[config.mk]
export PLATFORM = sky130hd
export DESIGN_NAME = delta_list_timer_queue
export DESIGN_NICKNAME = d
export VERILOG_FILES = /design/src/sv/dltq_pkg.sv /design/src/sv/dltq_mem.sv /design/src/sv/dltq_ctrl.sv /design/src/sv/delta_list_timer_queue.sv
export SDC_FILE = /design/constraint.sdc
export NUM_CORES = 1
export LEC_CHECK = 0
export BUFFER_PORTS_ARGS = -buffer_cell sky130_fd_sc_hd__buf_4
export CAP_MARGIN = 20
export CORE_ASPECT_RATIO = 1.4
export CORE_MARGIN = 3
export CORE_UTILIZATION = 53
export CTS_BUF_LIST = sky130_fd_sc_hd__clkbuf_8
export CTS_CLUSTER_DIAMETER = 120
export DETAILED_ROUTE_END_ITERATION = 8
export MAX_ROUTING_LAYER = met4
export PLACE_DENSITY_LB_ADDON = 0.15
export SYNTH_ARGS = -nofsm -noshare
export SYNTH_HDL_FRONTEND = slang
export SYNTH_SLANG_ARGS = --single-unit
[constraint.sdc]
create_clock -name clk -period 4.3 [get_ports clk]
set_clock_uncertainty 0.15 [all_clocks]
set_input_delay 0.43 -clock clk [delete_from_list [all_inputs] [get_ports clk]]
set_output_delay 0.43 -clock clk [all_outputs]
set_load 0.01 [all_outputs]
[src/sv/dltq_pkg.sv]
// Package for the delta-list timer queue.
// Entry, result and sequencer state types, command and status codes.
// No dependencies.
package dltq_pkg;

    localparam int DELTA_W     = 16;
    localparam int HANDLE_W    = 8;
    localparam int MAX_RESULTS = 16;
    localparam int NPOP_W      = $clog2(MAX_RESULTS + 1);

    localparam logic CMD_ADD  = 1'b0;
    localparam logic CMD_TICK = 1'b1;

    localparam logic [1:0] ST_ADDED   = 2'd0;
    localparam logic [1:0] ST_FULL    = 2'd1;
    localparam logic [1:0] ST_EXPIRED = 2'd2;

    typedef struct packed {
        logic [DELTA_W-1:0]  delta;
        logic [HANDLE_W-1:0] handle;
    } entry_t;

    typedef struct packed {
        logic [1:0]          status;
        logic [HANDLE_W-1:0] handle;
        logic                last;
    } res_t;

    typedef enum logic [2:0] {
        S_IDLE,
        S_WALK,
        S_SHIFT,
        S_FOL_WR,
        S_NEW_WR,
        S_RESP,
        S_TICK,
        S_TICK_LAST
    } state_t;

endpackage

[src/sv/dltq_mem.sv]
// Entry memory of the timer queue: one write port, one read port,
// read data registered. Uses dltq_pkg.
module dltq_mem #(
    parameter int DEPTH = 16,
    parameter int AW    = 4
) (
    input  logic             clk,
    input  logic             we,
    input  logic [AW-1:0]    waddr,
    input  dltq_pkg::entry_t wdata,
    input  logic             re,
    input  logic [AW-1:0]    raddr,
    output dltq_pkg::entry_t rdata
);
    import dltq_pkg::*;

    entry_t mem [DEPTH];
    entry_t rdata_reg;

    always_ff @(posedge clk)
    begin
        if (we)
        begin
            mem[waddr] <= wdata;
        end
    end

    always_ff @(posedge clk)
    begin
        if (re)
        begin
            rdata_reg <= mem[raddr];
        end
    end

    assign rdata = rdata_reg;

endmodule

[src/sv/dltq_ctrl.sv]
// Sequencer of the timer queue: list walk, tail shift, insert, head pop.
// List is a ring in dltq_mem starting at head_reg. Uses dltq_pkg.
module dltq_ctrl #(
    parameter int TIMER_SLOTS = 16,
    parameter int AW          = $clog2(TIMER_SLOTS)
) (
    input  logic                            clk,
    input  logic                            rst_n,
    input  logic                            in_valid,
    output logic                            in_ready,
    input  logic                            in_cmd,
    input  logic [dltq_pkg::HANDLE_W-1:0]   in_handle,
    input  logic [dltq_pkg::DELTA_W-1:0]    in_delay,
    input  logic                            out_free,
    output logic                            emit,
    output dltq_pkg::res_t                  res,
    output logic                            mem_we,
    output logic [AW-1:0]                   mem_waddr,
    output dltq_pkg::entry_t                mem_wdata,
    output logic                            mem_re,
    output logic [AW-1:0]                   mem_raddr,
    input  dltq_pkg::entry_t                mem_rdata
);
    import dltq_pkg::*;

    localparam int LW = AW + 1;
    localparam logic [LW-1:0] SLOTS_L = LW'(TIMER_SLOTS);
    localparam logic [NPOP_W-1:0] MAXR = NPOP_W'(MAX_RESULTS);

    state_t              state_reg, state_next;
    logic [LW-1:0]       cnt_reg, cnt_next;
    logic [AW-1:0]       head_reg, head_next;
    logic [HANDLE_W-1:0] hnd_reg, hnd_next;
    logic [DELTA_W-1:0]  rem_reg, rem_next;
    logic [LW-1:0]       pos_reg, pos_next;
    logic [LW-1:0]       j_reg, j_next;
    entry_t              fol_reg, fol_next;
    logic [1:0]          stat_reg, stat_next;
    logic                first_reg, first_next;
    logic                pend_reg, pend_next;
    logic [HANDLE_W-1:0] pend_hnd_reg, pend_hnd_next;
    logic [NPOP_W-1:0]   npop_reg, npop_next;

    logic                zero;
    logic [LW-1:0]       head_inc;

    function automatic logic [AW-1:0] phys(input logic [AW-1:0] h, input logic [LW-1:0] l);
        logic [LW-1:0] s;
        s = LW'(h) + l;
        if (s >= SLOTS_L)
        begin
            s = s - SLOTS_L;
        end
        return s[AW-1:0];
    endfunction

    always_ff @(posedge clk or negedge rst_n)
    begin
        if (!rst_n)
        begin
            state_reg <= S_IDLE;
            cnt_reg   <= '0;
            head_reg  <= '0;
            first_reg <= 1'b0;
            pend_reg  <= 1'b0;
            npop_reg  <= '0;
        end
        else
        begin
            state_reg <= state_next;
            cnt_reg   <= cnt_next;
            head_reg  <= head_next;
            first_reg <= first_next;
            pend_reg  <= pend_next;
            npop_reg  <= npop_next;
        end
    end

    always_ff @(posedge clk)
    begin
        hnd_reg      <= hnd_next;
        rem_reg      <= rem_next;
        pos_reg      <= pos_next;
        j_reg        <= j_next;
        fol_reg      <= fol_next;
        stat_reg     <= stat_next;
        pend_hnd_reg <= pend_hnd_next;
    end

    always_comb
    begin
        state_next    = state_reg;
        cnt_next      = cnt_reg;
        head_next     = head_reg;
        hnd_next      = hnd_reg;
        rem_next      = rem_reg;
        pos_next      = pos_reg;
        j_next        = j_reg;
        fol_next      = fol_reg;
        stat_next     = stat_reg;
        first_next    = first_reg;
        pend_next     = pend_reg;
        pend_hnd_next = pend_hnd_reg;
        npop_next     = npop_reg;
        in_ready      = 1'b0;
        emit          = 1'b0;
        res           = '0;
        mem_we        = 1'b0;
        mem_waddr     = '0;
        mem_wdata     = '0;
        mem_re        = 1'b0;
        mem_raddr     = '0;
        zero          = (mem_rdata.delta == '0) ||
                        (first_reg && (mem_rdata.delta == DELTA_W'(1)));
        head_inc      = LW'(head_reg) + LW'(1);

        case (state_reg)
            S_IDLE:
            begin
                in_ready = 1'b1;
                if (in_valid)
                begin
                    hnd_next = in_handle;
                    if (in_cmd == CMD_ADD)
                    begin
                        rem_next = in_delay;
                        pos_next = '0;
                        if (cnt_reg == SLOTS_L)
                        begin
                            stat_next  = ST_FULL;
                            state_next = S_RESP;
                        end
                        else if (cnt_reg == '0)
                        begin
                            state_next = S_NEW_WR;
                        end
                        else
                        begin
                            mem_re     = 1'b1;
                            mem_raddr  = head_reg;
                            state_next = S_WALK;
                        end
                    end
                    else if (cnt_reg != '0)
                    begin
                        mem_re     = 1'b1;
                        mem_raddr  = head_reg;
                        first_next = 1'b1;
                        pend_next  = 1'b0;
                        npop_next  = '0;
                        state_next = S_TICK;
                    end
                end
            end

            S_WALK:
            begin
                if (mem_rdata.delta <= rem_reg)
                begin
                    rem_next = rem_reg - mem_rdata.delta;
                    pos_next = pos_reg + LW'(1);
                    if (pos_reg + LW'(1) == cnt_reg)
                    begin
                        state_next = S_NEW_WR;
                    end
                    else
                    begin
                        mem_re    = 1'b1;
                        mem_raddr = phys(head_reg, pos_reg + LW'(1));
                    end
                end
                else
                begin
                    fol_next.delta  = mem_rdata.delta - rem_reg;
                    fol_next.handle = mem_rdata.handle;
                    if (cnt_reg - LW'(1) > pos_reg)
                    begin
                        mem_re     = 1'b1;
                        mem_raddr  = phys(head_reg, cnt_reg - LW'(1));
                        j_next     = cnt_reg - LW'(1);
                        state_next = S_SHIFT;
                    end
                    else
                    begin
                        state_next = S_FOL_WR;
                    end
                end
            end

            S_SHIFT:
            begin
                mem_we    = 1'b1;
                mem_waddr = phys(head_reg, j_reg + LW'(1));
                mem_wdata = mem_rdata;
                if (j_reg - LW'(1) > pos_reg)
                begin
                    mem_re    = 1'b1;
                    mem_raddr = phys(head_reg, j_reg - LW'(1));
                    j_next    = j_reg - LW'(1);
                end
                else
                begin
                    state_next = S_FOL_WR;
                end
            end

            S_FOL_WR:
            begin
                mem_we     = 1'b1;
                mem_waddr  = phys(head_reg, pos_reg + LW'(1));
                mem_wdata  = fol_reg;
                state_next = S_NEW_WR;
            end

            S_NEW_WR:
            begin
                mem_we           = 1'b1;
                mem_waddr        = phys(head_reg, pos_reg);
                mem_wdata.delta  = rem_reg;
                mem_wdata.handle = hnd_reg;
                cnt_next         = cnt_reg + LW'(1);
                stat_next        = ST_ADDED;
                state_next       = S_RESP;
            end

            S_RESP:
            begin
                if (out_free)
                begin
                    emit       = 1'b1;
                    res.status = stat_reg;
                    res.handle = hnd_reg;
                    res.last   = 1'b1;
                    state_next = S_IDLE;
                end
            end

            S_TICK:
            begin
                if (!pend_reg || out_free)
                begin
                    first_next = 1'b0;
                    if (zero)
                    begin
                        if (pend_reg)
                        begin
                            emit       = 1'b1;
                            res.status = ST_EXPIRED;
                            res.handle = pend_hnd_reg;
                            res.last   = 1'b0;
                        end
                        pend_next     = 1'b1;
                        pend_hnd_next = mem_rdata.handle;
                        head_next     = (head_inc == SLOTS_L) ? '0 : head_inc[AW-1:0];
                        cnt_next      = cnt_reg - LW'(1);
                        npop_next     = npop_reg + NPOP_W'(1);
                        if ((cnt_reg != LW'(1)) && (npop_reg + NPOP_W'(1) != MAXR))
                        begin
                            mem_re    = 1'b1;
                            mem_raddr = phys(head_reg, LW'(1));
                        end
                        else
                        begin
                            state_next = S_TICK_LAST;
                        end
                    end
                    else if (first_reg)
                    begin
                        mem_we           = 1'b1;
                        mem_waddr        = head_reg;
                        mem_wdata.delta  = mem_rdata.delta - DELTA_W'(1);
                        mem_wdata.handle = mem_rdata.handle;
                        state_next       = S_IDLE;
                    end
                    else
                    begin
                        emit       = 1'b1;
                        res.status = ST_EXPIRED;
                        res.handle = pend_hnd_reg;
                        res.last   = 1'b1;
                        pend_next  = 1'b0;
                        state_next = S_IDLE;
                    end
                end
            end

            S_TICK_LAST:
            begin
                if (out_free)
                begin
                    emit       = 1'b1;
                    res.status = ST_EXPIRED;
                    res.handle = pend_hnd_reg;
                    res.last   = 1'b1;
                    pend_next  = 1'b0;
                    state_next = S_IDLE;
                end
            end

            default:
            begin
                state_next = S_IDLE;
            end
        endcase
    end

    a_cnt_bound: assert property (@(posedge clk) disable iff (!rst_n)
        cnt_reg <= SLOTS_L)
        else $error("entry count above slot count");

    a_emit_free: assert property (@(posedge clk) disable iff (!rst_n)
        emit |-> out_free)
        else $error("result word issued into a busy output register");

    a_rw_clash: assert property (@(posedge clk) disable iff (!rst_n)
        (mem_we && mem_re) |-> (mem_waddr != mem_raddr))
        else $error("read and write of the same entry in one cycle");

    a_full_keeps: assert property (@(posedge clk) disable iff (!rst_n)
        (state_reg == S_IDLE && in_valid && in_cmd == CMD_ADD && cnt_reg == SLOTS_L)
        |=> (cnt_reg == $past(cnt_reg)) && (head_reg == $past(head_reg)))
        else $error("refused add changed the list");

endmodule

[src/sv/delta_list_timer_queue.sv]
// Top level of the delta-list timer queue: sequencer, entry memory and
// output word register. Uses dltq_pkg, dltq_ctrl, dltq_mem.
//
//  channel | dir | tdata              | tuser          | tlast
//  s_*     | in  | handle, delay      | cmd            | -
//  m_*     | out | handle_out         | status         | last
//
// A full queue refuses an add without a walk; else the walk reads one entry a cycle,
// then the tail moves up one entry a cycle through the single write port.
// A tick on a non-empty list pops one expired timer a cycle while the output is free
// (max 16). Reset clears entry count, ring head, state and flags; no memory clearing pass.
// A stalled m_tready holds the sequencer; s_tready is high only between items.
module delta_list_timer_queue #(
    parameter int TIMER_SLOTS = 16
) (
    input  logic        clk,
    input  logic        rst_n,
    input  logic        s_tvalid,
    output logic        s_tready,
    input  logic [23:0] s_tdata,   // [7:0] handle, [23:8] delay
    input  logic [0:0]  s_tuser,   // [0] cmd
    output logic        m_tvalid,
    input  logic        m_tready,
    output logic [7:0]  m_tdata,   // [7:0] handle_out
    output logic [1:0]  m_tuser,   // [1:0] status
    output logic        m_tlast
);
    import dltq_pkg::*;

    localparam int AW = $clog2(TIMER_SLOTS);

    logic          emit;
    res_t          res;
    logic          out_free;
    logic          ovalid_reg;
    res_t          ores_reg;
    logic          mem_we;
    logic [AW-1:0] mem_waddr;
    entry_t        mem_wdata;
    logic          mem_re;
    logic [AW-1:0] mem_raddr;
    entry_t        mem_rdata;

    assign out_free = !ovalid_reg || m_tready;

    dltq_ctrl #(
        .TIMER_SLOTS (TIMER_SLOTS),
        .AW          (AW)
    ) u_ctrl (
        .clk       (clk),
        .rst_n     (rst_n),
        .in_valid  (s_tvalid),
        .in_ready  (s_tready),
        .in_cmd    (s_tuser[0]),
        .in_handle (s_tdata[7:0]),
        .in_delay  (s_tdata[23:8]),
        .out_free  (out_free),
        .emit      (emit),
        .res       (res),
        .mem_we    (mem_we),
        .mem_waddr (mem_waddr),
        .mem_wdata (mem_wdata),
        .mem_re    (mem_re),
        .mem_raddr (mem_raddr),
        .mem_rdata (mem_rdata)
    );

    dltq_mem #(
        .DEPTH (TIMER_SLOTS),
        .AW    (AW)
    ) u_mem (
        .clk   (clk),
        .we    (mem_we),
        .waddr (mem_waddr),
        .wdata (mem_wdata),
        .re    (mem_re),
        .raddr (mem_raddr),
        .rdata (mem_rdata)
    );

    always_ff @(posedge clk or negedge rst_n)
    begin
        if (!rst_n)
        begin
            ovalid_reg <= 1'b0;
        end
        else if (emit)
        begin
            ovalid_reg <= 1'b1;
        end
        else if (m_tready)
        begin
            ovalid_reg <= 1'b0;
        end
    end

    always_ff @(posedge clk)
    begin
        if (emit)
        begin
            ores_reg <= res;
        end
    end

    assign m_tvalid = ovalid_reg;
    assign m_tdata  = ores_reg.handle;
    assign m_tuser  = ores_reg.status;
    assign m_tlast  = ores_reg.last;

endmodule
==> impl_metrics.prom <==
# TYPE chip_impl_metric gauge
chip_impl_info{name="run_status",value="finished clean"} 1
chip_impl_metric{name="power_density",unit="mW/mm^2"} 810
chip_impl_metric{name="yosys_register_bits",unit=""} 506
chip_impl_metric{name="synth_area_in_compound_gates",unit="%"} 17.1
chip_impl_info{name="timing.critical_path.from_type",value="flip-flop"} 1
chip_impl_metric{name="drtPass1Iterations",unit=""} 6
chip_impl_metric{name="crit_path_max_incr_delay",unit="ns"} 0.80
chip_impl_metric{name="drcViolationCount",unit=""} 0
chip_impl_metric{name="fin_total_pwr",unit="mW"} 23.2
chip_impl_metric{name="multiInputGateArea",unit="mm^2"} 0.00861
chip_impl_info{name="hold_start",value="s_tvalid"} 1
chip_impl_info{name="cts.root.buffer_cell",value="sky130_fd_sc_hd__clkbuf_8"} 1
chip_impl_metric{name="syn-mean-instance-area",unit="um^2"} 12.5
chip_impl_metric{name="finalNetCount",unit=""} 2247
chip_impl_metric{name="globalRouteTotalUtil",unit="%"} 29.5
chip_impl_metric{name="total_number_of_clock_tree_sinks",unit=""} 506
chip_impl_metric{name="vias_per_cell",unit=""} 6.31
chip_impl_metric{name="fp.dieArea",unit="mm^2"} 0.0491
chip_impl_metric{name="tightest_slew",unit="ns"} 0.906
chip_impl_info{name="final_common_cell",value="sky130_fd_sc_hd__edfxtp_1"} 1
chip_impl_metric{name="initial_util",unit="%"} 54.2
chip_impl_metric{name="numCtsBuffers",unit=""} 80
chip_impl_metric{name="largest_register_ffs",unit=""} 384
chip_impl_metric{name="synth-async-reset-ratio",unit="%"} 3.95
chip_impl_metric{name="antenna_violating_nets_post_route",unit=""} 0
chip_impl_metric{name="r2r_cells",unit=""} 12
chip_impl_info{name="hold_end",value="u_ctrl.pend_reg"} 1
chip_impl_metric{name="yosysUniqueCellTypes",unit=""} 91
chip_impl_info{name="synth_top_family_by_area",value="compound AO/OA/AOI/OAI gates"} 1
chip_impl_metric{name="final-hold-violation-count",unit=""} 0
chip_impl_info{name="tritoncts",value="yes"} 1
chip_impl_metric{name="detailedPlacementHpwl",unit="um"} 46900
chip_impl_metric{name="pin_count_of_the_biggest_net_entering_global_routing",unit=""} 58
chip_impl_metric{name="routabilityCongestion",unit=""} 0.940
chip_impl_metric{name="fin_crit_sh",unit="%"} 97.3
chip_impl_metric{name="synthSimpleGateAreaFrac",unit="%"} 9.66
chip_impl_metric{name="buffer_ports.inserted",unit=""} 41
chip_impl_metric{name="numPlacedInstances",unit=""} 2635
chip_impl_metric{name="die-height",unit="um"} 261
chip_impl_metric{name="slew-limit-headroom",unit="%"} 39.0
chip_impl_metric{name="r2r_slack",unit="ns"} 0.11
chip_impl_metric{name="overflow",unit=""} 0
chip_impl_metric{name="mappedNetlistArea",unit="mm^2"} 0.0246
chip_impl_metric{name="synth-xor-area-share",unit="%"} 2.32
chip_impl_info{name="cp_common_cell",value="sky130_fd_sc_hd__buf_4"} 1
chip_impl_metric{name="arrival",unit="ns"} 4.34
chip_impl_metric{name="cts.htree.levels",unit=""} 3
chip_impl_metric{name="synth-edff-count",unit=""} 486
chip_impl_metric{name="vdd.ir_drop.worst",unit="V"} 0.000386
chip_impl_metric{name="antenna_found_initial",unit=""} 1
chip_impl_info{name="slowest_stage",value="sky130_fd_sc_hd__o21ai_0"} 1
chip_impl_info{name="cp_cell_sequence",value="inv_1 -> buf_4 -> ha_1 -> a21o_1 -> nand3_1 -> or2_2 -> nand3_1 -> o21ai_0 -> buf_4 -> nand2_1 -> nor2_2 -> buf_4"} 1
chip_impl_metric{name="wire_length_of_the_first_global_routing_pass",unit="um"} 107000
chip_impl_metric{name="synth_sequential_area_ratio",unit="%"} 61.3
chip_impl_metric{name="drt-initial-drc-count",unit=""} 1848
chip_impl_metric{name="critical_path.n_buffers_inverters",unit=""} 4
chip_impl_metric{name="first_global_vias",unit=""} 18100
chip_impl_metric{name="power_leakage",unit="nW"} 10.8
chip_impl_metric{name="cts.reportedPaths.clkPinSlew",unit="ns"} 0.07
chip_impl_metric{name="cp_num_cells",unit=""} 12
chip_impl_metric{name="insertion_delay",unit="ns"} 0.66
chip_impl_metric{name="wl_per_cell",unit="um"} 25.1
chip_impl_metric{name="report.final.slew_viol_count",unit=""} 0
chip_impl_metric{name="regArea",unit="mm^2"} 0.0151
chip_impl_metric{name="post_route_worst_hold_slack",unit="ns"} 0.110
chip_impl_info{name="worst_setup_path_end_kind",value="flip-flop"} 1
chip_impl_metric{name="synth_nets",unit=""} 2071
chip_impl_metric{name="synth.area.mux_share",unit="%"} 1.35
chip_impl_metric{name="fillerInstances",unit=""} 3537
chip_impl_metric{name="drv_cap",unit=""} 0
chip_impl_info{name="timing_worst_setup_path_type",value="flip-flop to flip-flop"} 1
chip_impl_info{name="rsz0062_at_grt",value="false"} 1
chip_impl_metric{name="design.core.area",unit="mm^2"} 0.0455
chip_impl_metric{name="setup-violations-final",unit=""} 0
chip_impl_metric{name="cts_max_path_buffers",unit=""} 3
chip_impl_metric{name="boundary_pins",unit=""} 42
chip_impl_metric{name="standard_cell_row_count",unit=""} 92
chip_impl_info{name="r2r_start",value="u_mem.rdata[8]"} 1
chip_impl_info{name="worst_path_dominant_cell_family",value="simple AND/OR/NAND/NOR gates"} 1
chip_impl_info{name="end_of_the_worst_register_to_register_path",value="u_mem.mem[15][0]"} 1
chip_impl_metric{name="timing.critical_path.required",unit="ns"} 4.46
chip_impl_metric{name="cell_count_after_synthesis",unit=""} 1970
chip_impl_metric{name="fmax",unit="MHz"} 239
chip_impl_info{name="ys_dominant_reg_cell",value="sky130_fd_sc_hd__edfxtp_1"} 1
chip_impl_metric{name="pre_cts_ws",unit="ns"} -0.0854
chip_impl_metric{name="flow.area_growth_from_synthesis",unit="%"} 16.4
chip_impl_info{name="layout_common_cells",value="sky130_fd_sc_hd__edfxtp_1, sky130_fd_sc_hd__buf_4, sky130_fd_sc_hd__nand2_1, sky130_fd_sc_hd__inv_1, sky130_fd_sc_hd__a21oi_1"} 1
chip_impl_metric{name="yosysWarningCount",unit=""} 0
chip_impl_metric{name="synth_adder_area_share",unit="%"} 3.87
chip_impl_metric{name="period_minus_slack",unit="ns"} 4.19
chip_impl_metric{name="fin_cells",unit=""} 2820
chip_impl_metric{name="path_max_fanout",unit=""} 16
chip_impl_metric{name="layout_setup_ws",unit="ns"} 0.115
chip_impl_metric{name="drive_gt1_share",unit="%"} 17.1
chip_impl_info{name="timing.hold.worst.class",value="input port to flip-flop"} 1
chip_impl_metric{name="total_routed_length",unit="um"} 70700
chip_impl_metric{name="hold_depth",unit=""} 6
chip_impl_metric{name="route.vias.total",unit=""} 17800
chip_impl_metric{name="die_width",unit="um"} 188
how the worst max path moves through the flow:
stage | from | to | slack (ns)
global route | u_ctrl.j_reg[0] | u_mem.rdata[19] | 0.01
CTS | u_ctrl.cnt_reg[1] | u_mem.rdata[6] | 0.02
detailed placement | u_mem.rdata[12] | u_mem.rdata[11] | -0.09
global placement | u_mem.rdata[12] | u_mem.rdata[11] | -0.11
finish | u_mem.rdata[8] | u_mem.mem[15][0] | 0.11
floorplan | u_mem.rdata[20] | u_ctrl.pos_reg[0] | 0.21
cell type report:
| cell class | count | area share (%) |
|---|---|---|
| clock buffers | 82 | 3.94 |
| flip-flops and latches | 506 | 52.6 |
| inverters | 111 | 1.45 |
| diodes | 1 | 0.00873 |
| repair buffers | 235 | 7.91 |
| multi-input cells | 1212 | 30.0 |
| clock inverters | 62 | 1.36 |
| well taps | 611 | 2.67 |
synth_stat cells, types with 41 or more instances:
library cell,n,area (um^2)
sky130_fd_sc_hd__clkbuf_1,64,240
sky130_fd_sc_hd__nand2_1,171,642
sky130_fd_sc_hd__edfxtp_1,486,14600
sky130_fd_sc_hd__a21oi_1,92,460
sky130_fd_sc_hd__o31a_1,61,534
sky130_fd_sc_hd__inv_1,109,409
sky130_fd_sc_hd__buf_2,59,295
sky130_fd_sc_hd__ha_1,65,813
sky130_fd_sc_hd__nor2_1,77,289
sky130_fd_sc_hd__nor3_1,68,340
sky130_fd_sc_hd__xnor2_1,41,359
sky130_fd_sc_hd__o21ai_0,49,245
per-stage QoR:
step / setup TNS, ns / area [um^2] / util (%)
global placement: -0.111 / 26700 / 58.8
global route: 0 / 28700 / 63.1
finish: 0 / 28700 / 63.1
detailed placement: -0.0854 / 26700 / 58.8
floorplan: 0 / 24600 / -
CTS: 0 / 28500 / 62.7
repair_timing:
item	in CTS	in global routing
gates resized for setup	2	15
buffers inserted	0	9
gates cloned	0	1
pin swaps	0	5
endpoints found under the setup margin	1	24
endpoints found under the hold margin	45	0
hold buffers	28	0
cell families (layout without fill, tap and decap cells):
group,Yosys count,in the layout
compound gates,558,558
flops,506,506
simple gates,487,487
buf+inv,252,490
fa+ha+maj,72,72
xor+xnor,62,62
mux,33,33
other cells,0,1
routing by layer:
| layer | GRT usage [%] | vias up | part of all wire, % |
|---|---|---|---|
| met5 | - | - | 0 |
| li1 | - | 8006 | - |
| met3 | 4.18 | 206 | 6.6 |
| met1 | 34.9 | 8777 | 38 |
| met2 | 49.9 | 801 | 50 |
| met4 | 14.5 | 0 | 4.9 |
power by group:
group	total (mW)	internal (mW)	switching [mW]	leakage [nW]
Clock	3.95	2.03	1.92	0.867
Sequential	8.31	7.72	0.596	4.72
Combinational	11.0	4.10	6.88	5.20
worst reg2reg max path: stages (launching register included):
cell	delay, ns
sky130_fd_sc_hd__edfxtp_1	0.52
sky130_fd_sc_hd__inv_1	0.10
sky130_fd_sc_hd__buf_4	0.16
sky130_fd_sc_hd__ha_1	0.23
sky130_fd_sc_hd__a21o_1	0.18
sky130_fd_sc_hd__nand3_1	0.24
sky130_fd_sc_hd__or2_2	0.25
sky130_fd_sc_hd__nand3_1	0.23
sky130_fd_sc_hd__o21ai_0	0.80
sky130_fd_sc_hd__buf_4	0.27
sky130_fd_sc_hd__nand2_1	0.14
sky130_fd_sc_hd__nor2_2	0.21
sky130_fd_sc_hd__buf_4	0.34
Power figures use the tool's default switching activity.
